$ cat src/sv/sha256_digest_engine_core_macros.svh
// Assertion helpers shared by the engine's RTL files.
// Each expects clk and rst_n in scope.
`ifndef SHA256_DIGEST_ENGINE_CORE_MACROS_SVH
`define SHA256_DIGEST_ENGINE_CORE_MACROS_SVH

// same-cycle implication
`define SDE_ASSERT_NOW(lbl, ante, cons, msg) \
  lbl: assert property (@(posedge clk) disable iff (!rst_n) (ante) |-> (cons)) else $error(msg);

// next-cycle implication
`define SDE_ASSERT_NEXT(lbl, ante, cons, msg) \
  lbl: assert property (@(posedge clk) disable iff (!rst_n) (ante) |=> (cons)) else $error(msg);

`endif

$ cat src/sv/sde_pkg.sv
`default_nettype none

package sde_pkg;

  localparam logic [7:0] PAD_BYTE   = 8'h80;
  localparam logic [5:0] BLOCK_LAST = 6'd63;
  localparam logic [5:0] LEN_POS    = 6'd56;
  localparam logic [5:0] ROUND_LAST = 6'd63;
  localparam logic [2:0] WORD_LAST  = 3'd7;

  localparam logic [31:0] ROUND_K [64] = '{
    32'h428a2f98, 32'h71374491, 32'hb5c0fbcf, 32'he9b5dba5,
    32'h3956c25b, 32'h59f111f1, 32'h923f82a4, 32'hab1c5ed5,
    32'hd807aa98, 32'h12835b01, 32'h243185be, 32'h550c7dc3,
    32'h72be5d74, 32'h80deb1fe, 32'h9bdc06a7, 32'hc19bf174,
    32'he49b69c1, 32'hefbe4786, 32'h0fc19dc6, 32'h240ca1cc,
    32'h2de92c6f, 32'h4a7484aa, 32'h5cb0a9dc, 32'h76f988da,
    32'h983e5152, 32'ha831c66d, 32'hb00327c8, 32'hbf597fc7,
    32'hc6e00bf3, 32'hd5a79147, 32'h06ca6351, 32'h14292967,
    32'h27b70a85, 32'h2e1b2138, 32'h4d2c6dfc, 32'h53380d13,
    32'h650a7354, 32'h766a0abb, 32'h81c2c92e, 32'h92722c85,
    32'ha2bfe8a1, 32'ha81a664b, 32'hc24b8b70, 32'hc76c51a3,
    32'hd192e819, 32'hd6990624, 32'hf40e3585, 32'h106aa070,
    32'h19a4c116, 32'h1e376c08, 32'h2748774c, 32'h34b0bcb5,
    32'h391c0cb3, 32'h4ed8aa4a, 32'h5b9cca4f, 32'h682e6ff3,
    32'h748f82ee, 32'h78a5636f, 32'h84c87814, 32'h8cc70208,
    32'h90befffa, 32'ha4506ceb, 32'hbef9a3f7, 32'hc67178f2
  };

  localparam logic [31:0] INIT_H [8] = '{
    32'h6a09e667, 32'hbb67ae85, 32'h3c6ef372, 32'ha54ff53a,
    32'h510e527f, 32'h9b05688c, 32'h1f83d9ab, 32'h5be0cd19
  };

  typedef enum logic [2:0] {
    ST_IDLE,
    ST_PAD80,
    ST_PADZ,
    ST_PADLEN,
    ST_PRIME,
    ST_ROUND,
    ST_FOLD
  } state_t;

  typedef enum logic [1:0] {
    SEL_MSG,
    SEL_PAD,
    SEL_ZERO,
    SEL_LEN
  } byte_sel_t;

  typedef struct packed {
    logic      push;        // shift one byte into the block
    byte_sel_t byte_sel;
    logic      prime;       // load working vars, first schedule step
    logic      round;       // one compression round
    logic      fold;        // add working vars into chain
    logic      fold_final;  // fold goes to output buffer, chain restarts
  } ctrl_cmd_t;

  typedef struct packed {
    logic pos_last;   // next byte completes the block
    logic pos_len;    // next byte is the first length byte
    logic rnd_last;   // current round is the 64th
    logic out_busy;   // digest buffer still draining
  } dp_stat_t;

endpackage

`default_nettype wire

$ cat src/sv/sde_ctrl.sv
`default_nettype none

`include "sha256_digest_engine_core_macros.svh"

module sde_ctrl
  import sde_pkg::*;
(
  input  wire        clk,
  input  wire        rst_n,
  input  wire        in_tvalid,
  input  wire        in_present,
  input  wire        in_last,
  output logic       in_tready,
  input  dp_stat_t   stat,
  output ctrl_cmd_t  cmd
);

  state_t state_r, state_nxt;
  logic   eom_r, eom_nxt;   // end of message seen
  logic   pad_r, pad_nxt;   // 0x80 byte already pushed
  logic   len_r, len_nxt;   // length block pushed

  logic   final_done;
  assign final_done = (state_r == ST_FOLD) && len_r && !stat.out_busy;

  always_ff @(posedge clk) begin
    if (!rst_n) begin
      state_r <= ST_IDLE;
      eom_r   <= 1'b0;
      pad_r   <= 1'b0;
      len_r   <= 1'b0;
    end else begin
      state_r <= state_nxt;
      eom_r   <= eom_nxt;
      pad_r   <= pad_nxt;
      len_r   <= len_nxt;
    end
  end

  // next state and phase flags
  always_comb begin
    state_nxt = state_r;
    eom_nxt   = eom_r;
    pad_nxt   = pad_r;
    len_nxt   = len_r;
    case (state_r)
      ST_IDLE: begin
        if (in_tvalid) begin
          eom_nxt = in_last;
          if (in_present && stat.pos_last) begin
            state_nxt = ST_PRIME;
          end else if (in_last) begin
            state_nxt = ST_PAD80;
          end
        end
      end
      ST_PAD80: begin
        pad_nxt   = 1'b1;
        state_nxt = stat.pos_last ? ST_PRIME : ST_PADZ;
      end
      ST_PADZ: begin
        if (stat.pos_len) begin
          state_nxt = ST_PADLEN;
        end else if (stat.pos_last) begin
          state_nxt = ST_PRIME;
        end
      end
      ST_PADLEN: begin
        if (stat.pos_last) begin
          len_nxt   = 1'b1;
          state_nxt = ST_PRIME;
        end
      end
      ST_PRIME: begin
        state_nxt = ST_ROUND;
      end
      ST_ROUND: begin
        if (stat.rnd_last) begin
          state_nxt = ST_FOLD;
        end
      end
      ST_FOLD: begin
        if (len_r) begin
          if (!stat.out_busy) begin
            state_nxt = ST_IDLE;
            eom_nxt   = 1'b0;
            pad_nxt   = 1'b0;
            len_nxt   = 1'b0;
          end
        end else if (eom_r && !pad_r) begin
          state_nxt = ST_PAD80;
        end else if (pad_r) begin
          state_nxt = ST_PADZ;
        end else begin
          state_nxt = ST_IDLE;
        end
      end
      default: begin
        state_nxt = ST_IDLE;
      end
    endcase
  end

  // commands
  always_comb begin
    in_tready      = 1'b0;
    cmd.push       = 1'b0;
    cmd.byte_sel   = SEL_MSG;
    cmd.prime      = 1'b0;
    cmd.round      = 1'b0;
    cmd.fold       = 1'b0;
    cmd.fold_final = 1'b0;
    case (state_r)
      ST_IDLE: begin
        in_tready = 1'b1;
        cmd.push  = in_tvalid && in_present;
      end
      ST_PAD80: begin
        cmd.push     = 1'b1;
        cmd.byte_sel = SEL_PAD;
      end
      ST_PADZ: begin
        cmd.push     = !stat.pos_len;
        cmd.byte_sel = SEL_ZERO;
      end
      ST_PADLEN: begin
        cmd.push     = 1'b1;
        cmd.byte_sel = SEL_LEN;
      end
      ST_PRIME: begin
        cmd.prime = 1'b1;
      end
      ST_ROUND: begin
        cmd.round = 1'b1;
      end
      ST_FOLD: begin
        cmd.fold       = !(len_r && stat.out_busy);
        cmd.fold_final = len_r;
      end
      default: begin
        in_tready = 1'b0;
      end
    endcase
  end

  `SDE_ASSERT_NOW(a_push_not_round, cmd.push, !cmd.round && !cmd.prime, "push during compression")
  `SDE_ASSERT_NEXT(a_round_to_fold, (state_r == ST_ROUND) && stat.rnd_last, state_r == ST_FOLD, "rounds did not end in fold")
  `SDE_ASSERT_NOW(a_fold_waits, (state_r == ST_FOLD) && len_r && stat.out_busy, !cmd.fold, "digest folded over busy buffer")
  `SDE_ASSERT_NEXT(a_flags_clear, final_done, !eom_r && !pad_r && !len_r, "phase flags kept after digest")

endmodule

`default_nettype wire

$ cat src/sv/sde_dpath.sv
`default_nettype none

`include "sha256_digest_engine_core_macros.svh"

module sde_dpath
  import sde_pkg::*;
(
  input  wire         clk,
  input  wire         rst_n,
  input  ctrl_cmd_t   cmd,
  input  wire  [7:0]  in_byte,
  output dp_stat_t    stat,
  output logic        out_tvalid,
  input  wire         out_tready,
  output logic [31:0] out_tdata,
  output logic [2:0]  out_tuser,
  output logic        out_tlast
);

  function automatic logic [31:0] rotr(input logic [31:0] x, input int unsigned n);
    rotr = (x >> n) | (x << (32 - n));
  endfunction

  function automatic logic [31:0] ssig0(input logic [31:0] x);
    ssig0 = rotr(x, 7) ^ rotr(x, 18) ^ (x >> 3);
  endfunction

  function automatic logic [31:0] ssig1(input logic [31:0] x);
    ssig1 = rotr(x, 17) ^ rotr(x, 19) ^ (x >> 10);
  endfunction

  function automatic logic [31:0] bsig0(input logic [31:0] x);
    bsig0 = rotr(x, 2) ^ rotr(x, 13) ^ rotr(x, 22);
  endfunction

  function automatic logic [31:0] bsig1(input logic [31:0] x);
    bsig1 = rotr(x, 6) ^ rotr(x, 11) ^ rotr(x, 25);
  endfunction

  // control-side counters
  logic [60:0] cnt_r, cnt_nxt;   // message bytes, wraps
  logic [5:0]  pos_r, pos_nxt;   // byte position in block
  logic [5:0]  rnd_r, rnd_nxt;

  // payload
  logic [31:0] chain_r [8];
  logic [31:0] wv_r    [8];      // a..h
  logic [31:0] win_r   [16];     // schedule window, [0] oldest
  logic [23:0] acc_r;            // partial word, upper bytes
  logic [31:0] wk_r;             // W + K for the current round

  // digest buffer
  logic [31:0] obuf_r [8];
  logic [2:0]  oidx_r;
  logic        ovalid_r;
  logic        out_fire;

  logic [7:0]  push_byte;
  logic [63:0] len_bits;
  logic [31:0] push_word;
  logic [5:0]  step_idx;
  logic [31:0] w_step;
  logic [31:0] t1, t2;
  logic [31:0] sum_w [8];

  assign len_bits  = {cnt_r, 3'b000};
  assign push_word = {acc_r, push_byte};
  assign out_fire  = ovalid_r && out_tready;

  always_comb begin
    case (cmd.byte_sel)
      SEL_MSG:  push_byte = in_byte;
      SEL_PAD:  push_byte = PAD_BYTE;
      SEL_ZERO: push_byte = 8'h00;
      SEL_LEN:  push_byte = len_bits[{~pos_r[2:0], 3'b000} +: 8];
      default:  push_byte = 8'h00;
    endcase
  end

  // schedule step runs one ahead of the rounds
  assign step_idx = cmd.prime ? 6'd0 : rnd_r + 6'd1;
  assign w_step   = (step_idx[5:4] == 2'b00) ? win_r[0]
                  : ssig1(win_r[14]) + win_r[9] + ssig0(win_r[1]) + win_r[0];

  assign t1 = wv_r[7] + bsig1(wv_r[4]) + ((wv_r[4] & wv_r[5]) ^ (~wv_r[4] & wv_r[6])) + wk_r;
  assign t2 = bsig0(wv_r[0]) + ((wv_r[0] & wv_r[1]) ^ (wv_r[0] & wv_r[2]) ^ (wv_r[1] & wv_r[2]));

  always_comb begin
    for (int i = 0; i < 8; i++) begin
      sum_w[i] = chain_r[i] + wv_r[i];
    end
  end

  always_comb begin
    cnt_nxt = cnt_r;
    pos_nxt = pos_r;
    rnd_nxt = rnd_r;
    if (cmd.push) begin
      pos_nxt = pos_r + 6'd1;
      if (cmd.byte_sel == SEL_MSG) begin
        cnt_nxt = cnt_r + 61'd1;
      end
    end
    if (cmd.prime) begin
      rnd_nxt = 6'd0;
    end else if (cmd.round) begin
      rnd_nxt = rnd_r + 6'd1;
    end
    if (cmd.fold && cmd.fold_final) begin
      cnt_nxt = '0;
    end
  end

  always_ff @(posedge clk) begin
    if (!rst_n) begin
      cnt_r <= '0;
      pos_r <= '0;
      rnd_r <= '0;
    end else begin
      cnt_r <= cnt_nxt;
      pos_r <= pos_nxt;
      rnd_r <= rnd_nxt;
    end
  end

  // chaining words restart from the initial values
  always_ff @(posedge clk) begin
    if (!rst_n) begin
      for (int i = 0; i < 8; i++) begin
        chain_r[i] <= INIT_H[i];
      end
    end else if (cmd.fold) begin
      for (int i = 0; i < 8; i++) begin
        chain_r[i] <= cmd.fold_final ? INIT_H[i] : sum_w[i];
      end
    end
  end

  // byte packing and schedule window
  always_ff @(posedge clk) begin
    if (cmd.push) begin
      acc_r <= push_word[23:0];
      if (pos_r[1:0] == 2'b11) begin
        for (int i = 0; i < 15; i++) begin
          win_r[i] <= win_r[i + 1];
        end
        win_r[15] <= push_word;
      end
    end else if (cmd.prime || cmd.round) begin
      for (int i = 0; i < 15; i++) begin
        win_r[i] <= win_r[i + 1];
      end
      win_r[15] <= w_step;
      wk_r      <= w_step + ROUND_K[step_idx];
    end
  end

  // working variables
  always_ff @(posedge clk) begin
    if (cmd.prime) begin
      for (int i = 0; i < 8; i++) begin
        wv_r[i] <= chain_r[i];
      end
    end else if (cmd.round) begin
      wv_r[7] <= wv_r[6];
      wv_r[6] <= wv_r[5];
      wv_r[5] <= wv_r[4];
      wv_r[4] <= wv_r[3] + t1;
      wv_r[3] <= wv_r[2];
      wv_r[2] <= wv_r[1];
      wv_r[1] <= wv_r[0];
      wv_r[0] <= t1 + t2;
    end
  end

  // digest buffer control
  always_ff @(posedge clk) begin
    if (!rst_n) begin
      ovalid_r <= 1'b0;
      oidx_r   <= '0;
    end else if (cmd.fold && cmd.fold_final) begin
      ovalid_r <= 1'b1;
      oidx_r   <= '0;
    end else if (out_fire) begin
      oidx_r <= oidx_r + 3'd1;
      if (oidx_r == WORD_LAST) begin
        ovalid_r <= 1'b0;
      end
    end
  end

  always_ff @(posedge clk) begin
    if (cmd.fold && cmd.fold_final) begin
      for (int i = 0; i < 8; i++) begin
        obuf_r[i] <= sum_w[i];
      end
    end else if (out_fire) begin
      for (int i = 0; i < 7; i++) begin
        obuf_r[i] <= obuf_r[i + 1];
      end
    end
  end

  assign out_tvalid = ovalid_r;
  assign out_tdata  = obuf_r[0];
  assign out_tuser  = oidx_r;
  assign out_tlast  = (oidx_r == WORD_LAST);

  assign stat.pos_last = (pos_r == BLOCK_LAST);
  assign stat.pos_len  = (pos_r == LEN_POS);
  assign stat.rnd_last = (rnd_r == ROUND_LAST);
  assign stat.out_busy = ovalid_r;

  `SDE_ASSERT_NOW(a_final_on_boundary, cmd.fold && cmd.fold_final, pos_r == 6'd0 && !ovalid_r, "final fold off block boundary or buffer busy")
  `SDE_ASSERT_NOW(a_no_push_in_rounds, cmd.round || cmd.prime, !cmd.push && !cmd.fold, "datapath commands overlap")
  `SDE_ASSERT_NEXT(a_last_word_drains, out_fire && out_tlast, !ovalid_r, "buffer valid after last word")

endmodule

`default_nettype wire

$ cat src/sv/sha256_digest_engine_core.sv
// SHA-256 engine, byte-streaming.
// Input channel (in_*): one transaction per message byte. in_tuser marks that
// in_tdata carries a byte; in_tlast closes the message, after its byte if any.
// A transaction with in_tlast and no byte is allowed, so empty messages work.
// Output channel (out_*): eight transactions per message, digest word 0 (most
// significant) first; out_tuser is the word index and out_tlast marks word 7.
// Intake: bytes are accepted back to back while in_tready is high; every 64th
// byte starts a compression (a load/schedule step, the 64 rounds and a fold)
// during which in_tready is low. Finish: padding is pushed one byte per cycle
// up to the block end, with an idle step before the length bytes; then one or
// two compressions run; the digest is valid the cycle after the last fold and
// drains at one word per cycle while out_tready is high.
// The digest sits in its own 8-word buffer, so the next message streams in
// while the receiver stalls; only a second finish waits for the buffer.
// Reset (rst_n low, synchronous): chaining words go to the initial hash values,
// the byte count clears and the output buffer empties.
`default_nettype none

module sha256_digest_engine_core
  import sde_pkg::*;
(
  input  wire         clk,
  input  wire         rst_n,
  // message bytes
  input  wire         in_tvalid,
  output logic        in_tready,
  input  wire  [7:0]  in_tdata,    // [7:0] data_byte
  input  wire         in_tuser,    // [0] byte_present
  input  wire         in_tlast,    // end_of_message
  // digest words
  output logic        out_tvalid,
  input  wire         out_tready,
  output logic [31:0] out_tdata,   // [31:0] digest_word
  output logic [2:0]  out_tuser,   // [2:0] word_index
  output logic        out_tlast    // last_word
);

  ctrl_cmd_t cmd;
  dp_stat_t  stat;

  // sequencing: byte intake, padding phases, round count, digest handoff
  sde_ctrl u_ctrl (
    .clk        (clk),
    .rst_n      (rst_n),
    .in_tvalid  (in_tvalid),
    .in_present (in_tuser),
    .in_last    (in_tlast),
    .in_tready  (in_tready),
    .stat       (stat),
    .cmd        (cmd)
  );

  // block packing, message schedule, round logic, chain and digest buffer
  sde_dpath u_dpath (
    .clk        (clk),
    .rst_n      (rst_n),
    .cmd        (cmd),
    .in_byte    (in_tdata),
    .stat       (stat),
    .out_tvalid (out_tvalid),
    .out_tready (out_tready),
    .out_tdata  (out_tdata),
    .out_tuser  (out_tuser),
    .out_tlast  (out_tlast)
  );

endmodule

`default_nettype wire
$ cat config.mk
export PLATFORM = sky130hd
export DESIGN_NAME = sha256_digest_engine_core
export DESIGN_NICKNAME = d
export VERILOG_FILES = /design/src/sv/sde_pkg.sv /design/src/sv/sde_ctrl.sv /design/src/sv/sde_dpath.sv /design/src/sv/sha256_digest_engine_core.sv
export VERILOG_INCLUDE_DIRS = /design/src /design/src/sv
export SDC_FILE = /design/constraint.sdc
export NUM_CORES = 2
export LEC_CHECK = 0
export ABC_AREA = 0
export BUFFER_PORTS_ARGS = -buffer_cell sky130_fd_sc_hd__buf_2
export CELL_PAD_IN_SITES_DETAIL_PLACEMENT = 2
export CELL_PAD_IN_SITES_GLOBAL_PLACEMENT = 2
export CORE_ASPECT_RATIO = 1.2
export CORE_MARGIN = 1
export CORE_UTILIZATION = 25
export CTS_CLUSTER_DIAMETER = 100
export DETAILED_ROUTE_END_ITERATION = 10
export PLACE_DENSITY_LB_ADDON = 0.1
export REMOVE_ABC_BUFFERS = 1
export SLEW_MARGIN = 20
export SYNTH_ARGS = -nofsm -noshare
export SYNTH_HDL_FRONTEND = slang
export SYNTH_HIERARCHICAL = 1
export SYNTH_SLANG_ARGS = --single-unit
$ cat constraint.sdc
create_clock -name clk -period 57.4 [get_ports clk]
set_input_delay 2.87 -clock clk [delete_from_list [all_inputs] [get_ports clk]]
set_output_delay 2.87 -clock clk [all_outputs]
set_load 0.1 [all_outputs]
==> impl_results.html <==
<table>
<tr><th>Metric</th><th>Value</th></tr>
<tr><th colspan="2">Global routing</th></tr>
<tr><td>Global router's overall resource usage</td><td>approximately a fifth</td></tr>
<tr><td>Overflow after GRT</td><td>0</td></tr>
<tr><td>Vias in the first global route</td><td>about 64000</td></tr>
<tr><td>Initial antenna violation count</td><td>4</td></tr>
<tr><td>Pin count of the biggest net entering global routing</td><td>180</td></tr>
<tr><td>Global-route wire length before repair</td><td>approximately 450000 um</td></tr>
<tr><th colspan="2">Cells and area</th></tr>
<tr><td>Net count reported at finish</td><td>between 8000 and 9000</td></tr>
<tr><td>Final non-filler cell total</td><td>between 10000 and 15000</td></tr>
<tr><td>Cell area after layout</td><td>between 0.09 and 0.1 mm^2</td></tr>
<tr><td>Footprint of the multi-input gates</td><td>between 0.03 and 0.04 mm^2</td></tr>
<tr><td>Post-synthesis to final-layout area growth</td><td>13.6%</td></tr>
<tr><td>Fin util</td><td>28.6%</td></tr>
<tr><td>Number of filler cells placed in the layout</td><td>~35000</td></tr>
<tr><td>Fraction of final layout cells sized beyond drive strength 1</td><td>under 10%</td></tr>
<tr><td>Combined flip-flop and latch cell area</td><td>roughly 0.042 mm^2</td></tr>
<tr><th colspan="2">CTS</th></tr>
<tr><td>Clock tree sinks</td><td>~1400</td></tr>
<tr><td>Count of hold-fix buffers inserted at cts</td><td>0</td></tr>
<tr><td>Gates resized, CTS repair</td><td>0</td></tr>
<tr><td>Maximum buffer depth of the clock tree</td><td>4</td></tr>
<tr><td>Clock tree from TritonCTS</td><td>built</td></tr>
<tr><td>Number of buffers inserted during clock tree synthesis</td><td>183</td></tr>
<tr><td>Insertion delay to the later sink of the worst-skew pair</td><td>910 ps</td></tr>
<tr><td>H-Tree Depth</td><td>4</td></tr>
<tr><td># Post-CTS Setup Buffers</td><td>0</td></tr>
<tr><td>Clk slew on worst S/H paths</td><td>60 ps</td></tr>
<tr><td>Clock root buffer</td><td>sky130_fd_sc_hd__clkbuf_16</td></tr>
<tr><th colspan="2">Critical path</th></tr>
<tr><td>Minimum setup slack among reg-to-reg paths</td><td>around 49000 ps</td></tr>
<tr><td>Critical path required time</td><td>a little under 60000 ps</td></tr>
<tr><td>Buffers and inverters on the worst path</td><td>3</td></tr>
<tr><td>Destination of the critical timing path</td><td>u_dpath/wv_r[0][31]$_DFFE_PP_</td></tr>
<tr><td>Category of the worst setup path capture point</td><td>flop</td></tr>
<tr><td>Highest fanout seen on the critical path</td><td>6</td></tr>
<tr><td>Startpoint types</td><td>flop</td></tr>
<tr><td>Kind of cell with the highest combined delay on the critical path</td><td>compound AO/OA/AOI/OAI gates</td></tr>
<tr><td>Standard cell with the maximum stage delay on the critical path</td><td>sky130_fd_sc_hd__o41ai_1</td></tr>
<tr><td>Startpoint of the lowest-slack register-to-register path</td><td>u_dpath/wv_r[0][156]$_DFFE_PP_</td></tr>
<tr><td>Peak per-stage delay on the critical path</td><td>930 ps</td></tr>
<tr><td>Logic depth of the worst path, buffers included</td><td>28</td></tr>
<tr><td>Number of cells traversed by the worst register-to-register path</td><td>28</td></tr>
<tr><td>Crit path arrival time</td><td>9020 ps</td></tr>
<tr><td>Path type of the worst setup path</td><td>flop to flop</td></tr>
<tr><td>Start point of the critical path</td><td>u_dpath/wv_r[0][156]$_DFFE_PP_</td></tr>
<tr><td>Dominant cell type by count on the critical path</td><td>sky130_fd_sc_hd__xnor2_1</td></tr>
<tr><td>End of the worst register-to-register path</td><td>u_dpath/wv_r[0][31]$_DFFE_PP_</td></tr>
<tr><th colspan="2">Placement</th></tr>
<tr><td>Final estimated routing congestion in global placement</td><td>approximately 0.86</td></tr>
<tr><td>Worst slack after detailed placement</td><td>about 49000 ps</td></tr>
<tr><td>Cell count after placement</td><td>approximately 12000</td></tr>
<tr><td>Number of I/O port buffers</td><td>just over 50</td></tr>
<tr><td>Post-DP HPWL</td><td>between 200000 and 250000 um</td></tr>
<tr><td>Placed Instance Area</td><td>around 0.086 mm^2</td></tr>
<tr><th colspan="2">Yosys</th></tr>
<tr><td>FF+latch count, synth</td><td>~1400</td></tr>
<tr><td>Most area-consuming cells after synthesis</td><td>sky130_fd_sc_hd__edfxtp_1, sky130_fd_sc_hd__ha_1, sky130_fd_sc_hd__nand2_1</td></tr>
<tr><td>Synthesized area divided by synthesized cell count</td><td>roughly 11 um^2</td></tr>
<tr><td>Leading cell types by count after synthesis</td><td>sky130_fd_sc_hd__edfxtp_1, sky130_fd_sc_hd__nand2_1, sky130_fd_sc_hd__o21ai_0, sky130_fd_sc_hd__nor2_1</td></tr>
<tr><td>Cell count after synthesis</td><td>about 7600</td></tr>
<tr><td>Netlist area before placement</td><td>just over 0.08 mm^2</td></tr>
<tr><td>Biggest area consumer among synthesized cells</td><td>sky130_fd_sc_hd__edfxtp_1</td></tr>
<tr><td>Synth cell types</td><td>100</td></tr>
<tr><td>Fraction of registers with async set or reset after synthesis</td><td>0%</td></tr>
<tr><td>Ys Warns</td><td>6</td></tr>
<tr><td>Count of flip-flops with a built-in enable after synthesis</td><td>1336</td></tr>
<tr><td>Commonest register cell after synthesis</td><td>sky130_fd_sc_hd__edfxtp_1</td></tr>
<tr><td>Fraction of post-synthesis cell area in the top cell type by area</td><td>around 50%</td></tr>
<tr><td>Register area share after synthesis</td><td>approximately half</td></tr>
<tr><td>Leading cell type by number of instances after synthesis</td><td>sky130_fd_sc_hd__edfxtp_1</td></tr>
<tr><th colspan="2">Timing</th></tr>
<tr><td>Worst Tran Pin Value</td><td>between 1000 and 1500 ps</td></tr>
<tr><td>Number of max-slew violations in the final report</td><td>0</td></tr>
<tr><td>Achievable frequency</td><td>approximately 120 MHz</td></tr>
<tr><td>Final Hold Viols</td><td>0</td></tr>
<tr><td>Smallest hold slack</td><td>317 ps</td></tr>
<tr><td>Relative slew slack</td><td>between 10% and 20%</td></tr>
<tr><td>Final worst path period need</td><td>between 8000 and 9000 ps</td></tr>
<tr><td>RSZ-0062 raised after global routing</td><td>no</td></tr>
<tr><td>Final setup violation count</td><td>0</td></tr>
<tr><td>Final setup slack of the worst path</td><td>between 40000 and 50000 ps</td></tr>
<tr><td>Setup total negative slack</td><td>0 ps</td></tr>
<tr><td>Max Clock Skew</td><td>around 110 ps</td></tr>
<tr><td>Final period util</td><td>14.7%</td></tr>
<tr><th colspan="2">Die</th></tr>
<tr><td>Die ar.</td><td>between 0.3 and 0.4 mm^2</td></tr>
<tr><td>Initial standard-cell utilization of the core</td><td>25.2%</td></tr>
<tr><td>Height of the die</td><td>~630 um</td></tr>
<tr><td>Number of I/O pins</td><td>52</td></tr>
<tr><td>Area of the core</td><td>between 0.3 and 0.4 mm^2</td></tr>
<tr><td>Total number of placement rows</td><td>roughly 230</td></tr>
<tr><td>Width of the chip</td><td>about 520 um</td></tr>
<tr><th colspan="2">Run status</th></tr>
<tr><td>Run status</td><td>finished, final reports clean</td></tr>
<tr><th colspan="2">Power</th></tr>
<tr><td>Worst IR drop on VDD</td><td>around 24 uV</td></tr>
<tr><td>PwrDens</td><td>between 20 and 30 mW/mm^2</td></tr>
<tr><td>Final Total Pwr</td><td>between 2 and 3 mW</td></tr>
<tr><td>Reported leakage power</td><td>34.0 nW</td></tr>
<tr><th colspan="2">Detailed routing</th></tr>
<tr><td>Total number of vias</td><td>57300</td></tr>
<tr><td>Vias per cell</td><td>about 4.8</td></tr>
<tr><td>Drt pass-1 iters</td><td>5</td></tr>
<tr><td>DRC marker count from the first detailed-route iteration</td><td>approximately 2600</td></tr>
<tr><td>Average routed wire per standard cell</td><td>~26 um</td></tr>
<tr><td>Routed WL</td><td>slightly above 300000 um</td></tr>
<tr><td>Remaining routing DRC violations</td><td>0</td></tr>
<tr><td>Number of nets still failing antenna checks after routing</td><td>0</td></tr>
<tr><th colspan="2">Min path</th></tr>
<tr><td>Class of the worst hold path</td><td>flop to flop</td></tr>
<tr><th colspan="2">Job</th></tr>
<tr><td>Maximum capacitance violations</td><td>0</td></tr>
</table>
cells by family after synthesis:
family	share of synthesized area (%)
AND/OR/NAND/NOR	12.9
AO/OA/AOI/OAI	12.7
flip-flops	51.4
buffers and inverters	3.59
XOR/XNOR	7.19
adder cells (fa/ha/maj)	11.0
multiplexers	1.27
where the power goes:
group | switching (mW) | leakage [nW] | internal (mW)
combinational | 0.110 | 18.3 | 0.0641
clock | 0.482 | 2.83 | 0.688
sequential | 0.0133 | 12.9 | 1.15
total | 0.606 | 34.0 | 1.90
sequential cells by signal, summed over array words and instances (netlist names):
name	flops
u_ctrl/eom_r	1
u_ctrl/len_r	1
u_ctrl/pad_r	1
u_ctrl/state_r	3
u_dpath/acc_r	24
u_dpath/chain_r	256
u_dpath/cnt_r	61
u_dpath/obuf_r	256
u_dpath/out_tuser	3
u_dpath/out_tvalid	1
u_dpath/pos_r	6
u_dpath/rnd_r	6
u_dpath/win_r	512
u_dpath/wk_r	32
u_dpath/wv_r	256
worst min-delay path by stage:
| stage | start | to | slack (ps) | cells after the start |
|---|---|---|---|---|
| floorplan | u_dpath/win_r[0][132]$_DFFE_PP_ | u_dpath/win_r[0][100]$_DFFE_PP_ | 400 | 0 |
| global placement | u_dpath/win_r[0][381]$_DFFE_PP_ | u_dpath/win_r[0][349]$_DFFE_PP_ | 400 | 0 |
| detailed placement | u_dpath/win_r[0][120]$_DFFE_PP_ | u_dpath/win_r[0][88]$_DFFE_PP_ | 410 | 0 |
| CTS | u_dpath/win_r[0][484]$_DFFE_PP_ | u_dpath/win_r[0][452]$_DFFE_PP_ | 300 | 0 |
| global route | u_dpath/win_r[0][487]$_DFFE_PP_ | u_dpath/win_r[0][455]$_DFFE_PP_ | 310 | 0 |
| finish | u_dpath/win_r[0][484]$_DFFE_PP_ | u_dpath/win_r[0][452]$_DFFE_PP_ | 320 | 0 |
layout by cell type (no fill, tap or decap), drive strengths merged, types with 54 or more instances in the layout:
cell / Yosys / final
o21bai: 54 / 54
o21ai: 517 / 517
o211ai: 54 / 54
nor3: 89 / 89
xor2: 249 / 249
edfxtp: 1336 / 1336
a31oi: 66 / 66
buf: 71 / 168
nor2: 476 / 476
o21a: 65 / 65
nand2b: 103 / 103
clkinv: 2 / 54
ha: 426 / 426
inv: 370 / 377
a21o: 171 / 171
xnor2: 416 / 416
nand3: 126 / 126
a211oi: 61 / 61
nand2: 1278 / 1278
a21oi: 426 / 426
dfxtp: 83 / 83
clkbuf: 285 / 231
fa: 166 / 166
metal layers:
layer  routed length (um)  global-route usage [%]  vias up
met5                   14                       0        -
met4                12900                    7.20        2
met3                 6300                    1.73      414
met2               163000                    35.3      666
met1               129000                    22.0    29300
li1                     -                       -    26900
area by class of cell:
cell class,count,share of cell area [%]
multi-input combinational,5425,39.8
clock inverter,92,1.10
sequential,1419,45.2
antenna,3,0.00813
timing repair buffer,168,1.31
inverter,372,1.52
tap,4255,5.77
clock buffer,231,5.27
No activity file was read; power rests on OpenSTA's default activity.
